**config.mk**
```make
export PLATFORM = sky130hd
export DESIGN_NAME = gzip_member_wrapper_checker_core
export DESIGN_NICKNAME = d
export VERILOG_FILES = /design/src/rtl/gmwc_pkg.sv /design/src/rtl/gmwc_crc_byte.sv /design/src/rtl/gmwc_step.sv /design/src/rtl/gzip_member_wrapper_checker_core.sv
export VERILOG_INCLUDE_DIRS = /design/src /design/src/rtl
export SDC_FILE = /design/constraint.sdc
export NUM_CORES = 1
export LEC_CHECK = 0
export ABC_AREA = 1
export BUFFER_PORTS_ARGS = -buffer_cell sky130_fd_sc_hd__buf_2
export CORE_MARGIN = 5
export CORE_UTILIZATION = 50
export DETAILED_ROUTE_END_ITERATION = 8
export HOLD_SLACK_MARGIN = 0.12
export PLACE_DENSITY = 0.73
export SYNTH_ARGS = -nofsm -noshare
export SYNTH_HDL_FRONTEND = slang
export SYNTH_SLANG_ARGS = --single-unit
```
**constraint.sdc**
```tcl
create_clock -name clk -period 3.7 [get_ports clk]
set_clock_uncertainty 0.2 [all_clocks]
set_input_delay 0.555 -clock clk [delete_from_list [all_inputs] [get_ports clk]]
set_output_delay 0.555 -clock clk [all_outputs]
set_load 0.02 [all_outputs]
```
**src/rtl/gzip_member_wrapper_checker_core_macros.svh**
```systemverilog
// ----------------------------------------------------------------------------
// gzip member wrapper checker - assertion macros
// Clocked assertion wrappers shared by the checker RTL.
// ----------------------------------------------------------------------------
`ifndef GZIP_MEMBER_WRAPPER_CHECKER_CORE_MACROS_SVH
`define GZIP_MEMBER_WRAPPER_CHECKER_CORE_MACROS_SVH

// check an implication on every rising clk edge outside reset
`define GMWC_ASSERT(label, prop, msg) \
	label: assert property (@(posedge clk) disable iff (!arst_n) prop) else $error(msg);

// check a property on every rising clk edge, also during reset
`define GMWC_ASSERT_ALWAYS(label, prop, msg) \
	label: assert property (@(posedge clk) prop) else $error(msg);

`endif

```
**src/rtl/gmwc_pkg.sv**
```systemverilog
// ----------------------------------------------------------------------------
// gmwc_pkg
// Types and codes for the gzip member wrapper checker.
// ----------------------------------------------------------------------------
`timescale 1ns / 1ps
package gmwc_pkg;

	localparam logic [1:0] MODE_CONTAINER = 2'd0;
	localparam logic [1:0] MODE_PAYLOAD   = 2'd1;
	localparam logic [1:0] MODE_END_BODY  = 2'd2;
	localparam logic [1:0] MODE_START     = 2'd3;

	localparam logic [2:0] ST_OK        = 3'd0;
	localparam logic [2:0] ST_HDR       = 3'd1;
	localparam logic [2:0] ST_MEMBER    = 3'd2;
	localparam logic [2:0] ST_MAGIC     = 3'd3;
	localparam logic [2:0] ST_METHOD    = 3'd4;
	localparam logic [2:0] ST_CRC       = 3'd5;
	localparam logic [2:0] ST_LEN       = 3'd6;
	localparam logic [2:0] ST_MISPLACED = 3'd7;

	localparam logic [7:0] GZ_ID1    = 8'h1f;
	localparam logic [7:0] GZ_ID2    = 8'h8b;
	localparam logic [7:0] GZ_METHOD = 8'h08;

	localparam int FL_HCRC    = 1;
	localparam int FL_EXTRA   = 2;
	localparam int FL_NAME    = 3;
	localparam int FL_COMMENT = 4;

	localparam logic [31:0] CRC_POLY = 32'hedb88320;

	typedef enum logic [3:0] {
		PH_IDLE    = 4'd0,
		PH_FIXED   = 4'd1,
		PH_XLEN    = 4'd2,
		PH_EXTRA   = 4'd3,
		PH_NAME    = 4'd4,
		PH_COMMENT = 4'd5,
		PH_HCRC    = 4'd6,
		PH_BODY    = 4'd7,
		PH_TRAIL   = 4'd8,
		PH_DONE    = 4'd9,
		PH_EMAGIC  = 4'd10,
		PH_EMETHOD = 4'd11,
		PH_ECRC    = 4'd12,
		PH_ELEN    = 4'd13
	} gmwc_phase_t;

	typedef struct packed {
		logic [1:0] mode;
		logic [7:0] data_byte;
	} gmwc_item_t;

	typedef struct packed {
		logic [2:0]  status;
		logic [31:0] running_crc;
		logic [31:0] payload_length;
	} gmwc_result_t;

	typedef struct packed {
		gmwc_phase_t phase;
		logic [4:0]  header_flags;
		logic [15:0] skip_count;
		logic [2:0]  byte_index;
		logic [31:0] crc_accum;
		logic [31:0] length_count;
		logic [31:0] trailer_word;
	} gmwc_state_t;

endpackage

```
**src/rtl/gmwc_crc_byte.sv**
```systemverilog
// ----------------------------------------------------------------------------
// gmwc_crc_byte
// Bytewise reflected CRC-32 update with preset and final inversion.
// ----------------------------------------------------------------------------
`timescale 1ns / 1ps
module gmwc_crc_byte (
	input  logic [31:0] crc_in,
	input  logic [7:0]  data_byte,
	output logic [31:0] crc_out
);
	import gmwc_pkg::*;

	logic [31:0] c;

	always_comb begin
		c = ~crc_in ^ {24'd0, data_byte};
		for (int i = 0; i < 8; i++) begin
			c = c[0] ? ((c >> 1) ^ CRC_POLY) : (c >> 1);
		end
		crc_out = ~c;
	end

endmodule

```
**src/rtl/gmwc_step.sv**
```systemverilog
// ----------------------------------------------------------------------------
// gmwc_step
// Next-state and status logic for one item: header walk, body, trailer.
// ----------------------------------------------------------------------------
`timescale 1ns / 1ps
module gmwc_step (
	input  gmwc_pkg::gmwc_state_t cur,
	input  gmwc_pkg::gmwc_item_t  item,
	output gmwc_pkg::gmwc_state_t nxt,
	output logic [2:0]            status
);
	import gmwc_pkg::*;

	typedef struct packed {
		gmwc_phase_t phase;
		logic [2:0]  status;
	} gmwc_enter_t;

	logic [31:0] crc_upd;
	logic [7:0]  b;
	logic [15:0] xlen;
	logic [15:0] extra_left;
	logic [31:0] tw_new;
	gmwc_enter_t ent;

	// first enabled header section at or after p
	function automatic gmwc_enter_t enter_from(gmwc_phase_t p, logic [4:0] fl);
		gmwc_enter_t r;
		r.phase  = PH_BODY;
		r.status = ST_HDR;
		if (p <= PH_XLEN && fl[FL_EXTRA]) begin
			r.phase  = PH_XLEN;
			r.status = ST_OK;
		end else if (p <= PH_NAME && fl[FL_NAME]) begin
			r.phase  = PH_NAME;
			r.status = ST_OK;
		end else if (p <= PH_COMMENT && fl[FL_COMMENT]) begin
			r.phase  = PH_COMMENT;
			r.status = ST_OK;
		end else if (p <= PH_HCRC && fl[FL_HCRC]) begin
			r.phase  = PH_HCRC;
			r.status = ST_OK;
		end
		return r;
	endfunction

	gmwc_crc_byte u_crc (
		.crc_in    (cur.crc_accum),
		.data_byte (item.data_byte),
		.crc_out   (crc_upd)
	);

	assign b          = item.data_byte;
	assign xlen       = {b, cur.skip_count[7:0]};
	assign extra_left = cur.skip_count - 16'd1;
	assign tw_new     = cur.trailer_word | ({24'd0, b} << {cur.byte_index[1:0], 3'b000});

	always_comb begin
		nxt    = cur;
		status = ST_OK;
		ent    = '0;
		if (item.mode == MODE_START) begin
			nxt       = '0;
			nxt.phase = PH_FIXED;
		end else begin
			unique case (cur.phase) inside
				PH_EMAGIC:  status = ST_MAGIC;
				PH_EMETHOD: status = ST_METHOD;
				PH_ECRC:    status = ST_CRC;
				PH_ELEN:    status = ST_LEN;
				PH_FIXED, PH_XLEN, PH_EXTRA, PH_NAME, PH_COMMENT, PH_HCRC: begin
					if (item.mode != MODE_CONTAINER) begin
						status = ST_MISPLACED;
					end else begin
						unique case (cur.phase) inside
							PH_FIXED: begin
								if (cur.skip_count == 16'd0 && b != GZ_ID1) begin
									nxt.phase = PH_EMAGIC;
									status    = ST_MAGIC;
								end else if (cur.skip_count == 16'd1 && b != GZ_ID2) begin
									nxt.phase = PH_EMAGIC;
									status    = ST_MAGIC;
								end else if (cur.skip_count == 16'd2 && b != GZ_METHOD) begin
									nxt.phase = PH_EMETHOD;
									status    = ST_METHOD;
								end else if (cur.skip_count >= 16'd9) begin
									ent            = enter_from(PH_XLEN, cur.header_flags);
									nxt.phase      = ent.phase;
									status         = ent.status;
									nxt.byte_index = '0;
									nxt.skip_count = '0;
								end else begin
									if (cur.skip_count == 16'd3) begin
										nxt.header_flags = b[4:0];
									end
									nxt.skip_count = cur.skip_count + 16'd1;
								end
							end
							PH_XLEN: begin
								if (cur.byte_index == 3'd0) begin
									nxt.skip_count = {8'd0, b};
									nxt.byte_index = 3'd1;
								end else begin
									nxt.byte_index = '0;
									nxt.skip_count = xlen;
									if (xlen == 16'd0) begin
										ent       = enter_from(PH_NAME, cur.header_flags);
										nxt.phase = ent.phase;
										status    = ent.status;
									end else begin
										nxt.phase = PH_EXTRA;
									end
								end
							end
							PH_EXTRA: begin
								nxt.skip_count = extra_left;
								if (extra_left == 16'd0) begin
									ent            = enter_from(PH_NAME, cur.header_flags);
									nxt.phase      = ent.phase;
									status         = ent.status;
									nxt.byte_index = '0;
								end
							end
							PH_NAME, PH_COMMENT: begin
								if (b == 8'd0) begin
									ent = enter_from((cur.phase == PH_NAME) ? PH_COMMENT : PH_HCRC,
										cur.header_flags);
									nxt.phase      = ent.phase;
									status         = ent.status;
									nxt.byte_index = '0;
									nxt.skip_count = '0;
								end
							end
							default: begin
								if (cur.byte_index == 3'd0) begin
									nxt.byte_index = 3'd1;
								end else begin
									nxt.phase      = PH_BODY;
									status         = ST_HDR;
									nxt.byte_index = '0;
									nxt.skip_count = '0;
								end
							end
						endcase
					end
				end
				PH_BODY: begin
					if (item.mode == MODE_PAYLOAD) begin
						nxt.crc_accum    = crc_upd;
						nxt.length_count = cur.length_count + 32'd1;
					end else if (item.mode == MODE_END_BODY) begin
						nxt.phase        = PH_TRAIL;
						nxt.byte_index   = '0;
						nxt.trailer_word = '0;
					end
				end
				PH_TRAIL: begin
					if (item.mode != MODE_CONTAINER) begin
						status = ST_MISPLACED;
					end else begin
						nxt.trailer_word = tw_new;
						nxt.byte_index   = cur.byte_index + 3'd1;
						if (cur.byte_index == 3'd3) begin
							if (tw_new != cur.crc_accum) begin
								nxt.phase = PH_ECRC;
								status    = ST_CRC;
							end
							nxt.trailer_word = '0;
						end else if (cur.byte_index == 3'd7) begin
							if (tw_new != cur.length_count) begin
								nxt.phase = PH_ELEN;
								status    = ST_LEN;
							end else begin
								nxt.phase = PH_DONE;
								status    = ST_MEMBER;
							end
						end
					end
				end
				default: status = ST_MISPLACED;
			endcase
		end
	end

endmodule

```
**src/rtl/gzip_member_wrapper_checker_core.sv**
```systemverilog
// Each accepted item's result is registered and shows in the output register in the cycle after it is accepted.
// Throughput: one item per cycle; the output register takes a new result in the
// same cycle that the previous one leaves, so only a stalled result holds input.
// Reset: arst_n clears the walk to idle awaiting start and empties the output.
// ----------------------------------------------------------------------------
// gzip_member_wrapper_checker_core
// Checks a gzip member's header and CRC-32/length trailer around an inflater.
// ----------------------------------------------------------------------------
`timescale 1ns / 1ps
`include "gzip_member_wrapper_checker_core_macros.svh"
module gzip_member_wrapper_checker_core (
	input  logic                   clk,
	input  logic                   arst_n,
	input  logic                   item_valid,
	output logic                   item_ready,
	input  gmwc_pkg::gmwc_item_t   item,
	output logic                   result_valid,
	input  logic                   result_ready,
	output gmwc_pkg::gmwc_result_t result
);
	import gmwc_pkg::*;

	gmwc_state_t  state_q;
	gmwc_state_t  state_nxt;
	logic [2:0]   status_nxt;
	logic         fire;
	logic         result_valid_q;
	gmwc_result_t result_q;

	assign item_ready   = !result_valid_q || result_ready;
	assign fire         = item_valid && item_ready;
	assign result_valid = result_valid_q;
	assign result       = result_q;

	gmwc_step u_step (
		.cur    (state_q),
		.item   (item),
		.nxt    (state_nxt),
		.status (status_nxt)
	);

	always_ff @(posedge clk or negedge arst_n) begin
		if (!arst_n) begin
			state_q <= '0;
		end else if (fire) begin
			state_q <= state_nxt;
		end
	end

	always_ff @(posedge clk or negedge arst_n) begin
		if (!arst_n) begin
			result_valid_q <= 1'b0;
		end else if (fire) begin
			result_valid_q <= 1'b1;
		end else if (result_ready) begin
			result_valid_q <= 1'b0;
		end
	end

	always_ff @(posedge clk) begin
		if (fire) begin
			result_q.status         <= status_nxt;
			result_q.running_crc    <= state_nxt.crc_accum;
			result_q.payload_length <= state_nxt.length_count;
		end
	end

	`GMWC_ASSERT(a_start_clears,
		fire && item.mode == MODE_START |=> result_valid && result.status == ST_OK
		&& result.running_crc == 32'd0 && result.payload_length == 32'd0,
		"start item did not clear the member state")
	`GMWC_ASSERT(a_hold_when_idle, !fire |=> $stable(state_q),
		"state moved without an accepted item")
	`GMWC_ASSERT(a_crc_error_sticky,
		fire && state_q.phase == PH_ECRC && item.mode != MODE_START
		|=> state_q.phase == PH_ECRC && result.status == ST_CRC,
		"crc mismatch did not stick")
	`GMWC_ASSERT(a_member_ok_done,
		result_valid && result.status == ST_MEMBER |-> state_q.phase == PH_DONE,
		"member ok reported outside the done phase")
	`GMWC_ASSERT_ALWAYS(a_ready_when_empty, !result_valid |-> item_ready,
		"input stalled with an empty output register")

endmodule
```
==> summary.txt <==
Setup path
  – Worst-path cell chain: inv_2 > nand3_1 > nand2_1 > nand2_1 > nand4_1 > nor2_1 > nand2_1 > nor2_1 > nand2_1 > nand3_1 > nand2_1 > nor2_1 > nor2_1
  – WS Path Type: reg -> reg
  – Critical path arrival: 2.92 ns
  – Worst endpoint required time: 3.68 ns
  – Crit path largest cell delay: 0.79 ns
  – Maximum net fanout on the critical path: 20
  – Critical Path Most Common Cell: nand2_1
  – Slowest CP cell: dfrtp_1
  – Worst setup EP type: flip-flop
  – Startpoint types: flip-flop
  – R2R depth: 13

Clock tree
  – Post-CTS Setup Bufs: 0
  – Clk buf depth: 2
  – Clock root cell: clkbuf_16
  – H-tree lvl count: 4
  – Clk pin slew, worst setup/hold paths: 0.07 ns
  – Worst skew pair latency: 0.45 ns
  – CTS tree: done
  – TritonCTS Buffers: 17
  – Sink Count: 191

STA
  – Worst Tran Pin Value: 0.904 ns
  – Slew Viols, Final: 0
  – Fin. Hold Viols: 0
  – Fin crit period: 2.94 ns
  – Fmax: 340 MHz
  – # setup viols final: 0
  – Hold WS: 0.220 ns
  – Unrepaired setup endpoints after global routing: false
  – Setup TNS Final: 0 ns
  – Slew HR: 39.2%
  – Final period util: 79.5%

Pwr
  – Sw power: 4.29 mW
  – Switching part of the total: 46.9%
  – Pint: 4.86 mW
  – Max rail drop VDD: 369 uV
  – Power consumption: 9.16 mW
  – Leakage power: 6.63 nW
  – Power share of the clock group: 19.9%
  – PD cells: 661 nW/um^2
  – Seq pwr share: 32.4%
  – Logic pwr share: 47.6%

Synthesis
  – Mapped Nets: 1,799
  – Post-Syn Instances: 1,770
  – Cell taking the most area after synthesis: dfrtp_1
  – Synthesis Warnings: 0
  – Most frequent cell after synthesis: nand2_1
  – Post-synthesis sequential area ratio: 40.7%
  – Share of flip-flops with an asynchronous set or reset: 64.9%
  – Synth area leaders: dfrtp_1 25%, nand2_1 17%, edfxtp_1 16%
  – Ys flop type: dfrtp_1
  – Top-area cell type share of the netlist area: 24.7%
  – Netlist cell types: 50
  – Post-synth EDFFs: 67
  – Post-Syn Area: 12,600 sq um
  – Syn_area_per_cell: 7.10 sq um
  – Post-synthesis register bit count: 191
  – Post-synth top cells: 553 x nand2_1, 211 x inv_1, 203 x nand3_1

Layout
  – Layout cells sized above 1: 9.69%
  – Util after Layout: 55.5%
  – Non-filler cells, final: 2,166
  – Fin nets: 1,852
  – Area Growth Syn to Fin: 10.1%
  – Fill count: 2,417
  – ANT cells: 0

Global routing
  – Total gr overflow: 0
  – Pin count of the biggest net entering global routing: 116
  – First-pass GRT wire length: 63,200 um
  – All-Layer GR Usage: 28.0%
  – Antenna violations before repair: 0
  – Vias in the first global route: 11.5k

Floorplanning
  – Die Ht: 169 um
  – Initial core utilization: 50.4%
  – Die area: 28,400 sq um
  – # IOs: 83
  – Core Area: 25,000 sq um
  – Row count: 58
  – Die W: 169 um

Status
  – Status: finished clean

Detailed routing
  – Wirelength per Cell: 18.4 um
  – Vias per std cell: 5.61
  – Drt initial violations: 1,175
  – DR pass1 iterations: 6
  – Post-Route WL: 39,800 um
  – Post-route DRC violation count: 0
  – Vias: 12.2k
  – Antenna viol nets, final: 0

Place
  – Detailed-placement wirelength estimate: 29,500 um
  – Placer Congestion: 1.01
  – Placed insts: 2,133
  – Port Buf Inserts: 82

Worst hold path
  – Worst hold stages: 4
  – Hold WC Path Type: in -> reg

Run
  – Max_cap viols: 0
-- critical path: cells and delay by family, from the launching register on --
family	cells	cell delay, ns
and+or+nand+nor	12	1.39
buffers and inverters	1	0.32
DFF	1	0.79
-- sequential cells by signal, indices dropped and copies added, names as in the netlist --
| name | flops |
|---|---|
| result | 67 |
| result_valid | 1 |
| state_q | 123 |
-- cell usage in the layout, fill, tap and decap left out, drive strengths merged, types with 2 or more instances in the layout --
cell type,count
a21boi,3
xnor2,17
nand3b,7
o21bai,2
nand2,560
nand3,206
edfxtp,67
nor3,26
o21ai,156
xor2,49
clkinvlp,2
o211a,2
o22ai,8
clkbuf,18
o221ai,3
inv,227
ha,15
a22oi,3
a221oi,3
o31ai,3
nand4,25
buf,97
a21oi,39
or2,5
clkinv,6
o2111ai,3
nor2,134
dfrtp,124
o211ai,12
a211oi,4
a31oi,5
-- logic make-up after synthesis --
| group | share of synthesized area (%) |
|---|---|
| XOR/XNOR | 4.99 |
| adder cells (fa/ha/maj) | 1.49 |
| AND/OR/NAND/NOR | 33.0 |
| AO/OA/AOI/OAI | 11.0 |
| buffers and inverters | 8.87 |
| flip-flops | 40.7 |
-- timing repair --
| action | CTS | global route |
|---|---|---|
| endpoints found under the hold margin | 45 | 0 |
| gates resized for setup | 0 | 0 |
| hold buffers | 1 | 0 |
-- power groups by stage --
stage                     Combinational (mW)  Sequential, mW  Clock, mW
after floorplan                         3.16            2.95          0
after global placement                  4.25            2.99          0
after detailed placement                4.28            2.99          0
after CTS                               4.30            2.95       1.85
after global routing                    4.88            3.01       1.94
final                                   4.36            2.97       1.82
-- cell type report --
class                           instances  area [sq um]  share of cell area (%)
Clock buffer                           18           439                    3.17
Sequential cell                       191          5110                    36.9
Timing Repair Buffer                   98           573                    4.14
Clock inverter                         14           121                   0.877
Multi-Input combinational cell       1294          6350                    45.9
Tap cell                              330           413                    2.98
Inverter                              221           832                    6.01
-- metal layers --
metal / global-route usage, % / routed length [um] / share of wire (%) / vias up
met1: 38.8 / 17400 / 44 / 5633
met3: 4.86 / 3070 / 7.7 / 115
met2: 43.3 / 17500 / 44 / 544
met4: 12.5 / 1840 / 4.6 / 0
li1: - / - / - / 5858
met5: 0 / 0 / 0 / -
-- through the flow --
| step | worst slack, ns | cell area, sq um |
|---|---|---|
| 2_1_floorplan | 0.803 | 12600 |
| 4_1_cts | 0.812 | 13800 |
| 5_1_grt | 0.502 | 13800 |
| 6_report | 0.760 | 13800 |
| 3_3_place_gp | 0.704 | 13300 |
| 3_5_place_dp | 0.688 | 13300 |
-- worst paths after layout --
| check | startpoint | endpoint | slack, ns |
|---|---|---|---|
| setup reg to reg | state_q[97] | result[66] | 0.76 |
| hold / removal | result_ready | result_valid | 0.22 |
| setup / recovery | state_q[97] | result[66] | 0.76 |
| max in group asynchronous | arst_n | state_q[107] | 1.96 |
| hold reg to reg | state_q[117] | state_q[117] | 0.31 |
| min in group asynchronous | arst_n | state_q[35] | 0.47 |
No activity file was read; power rests on OpenSTA's default activity.
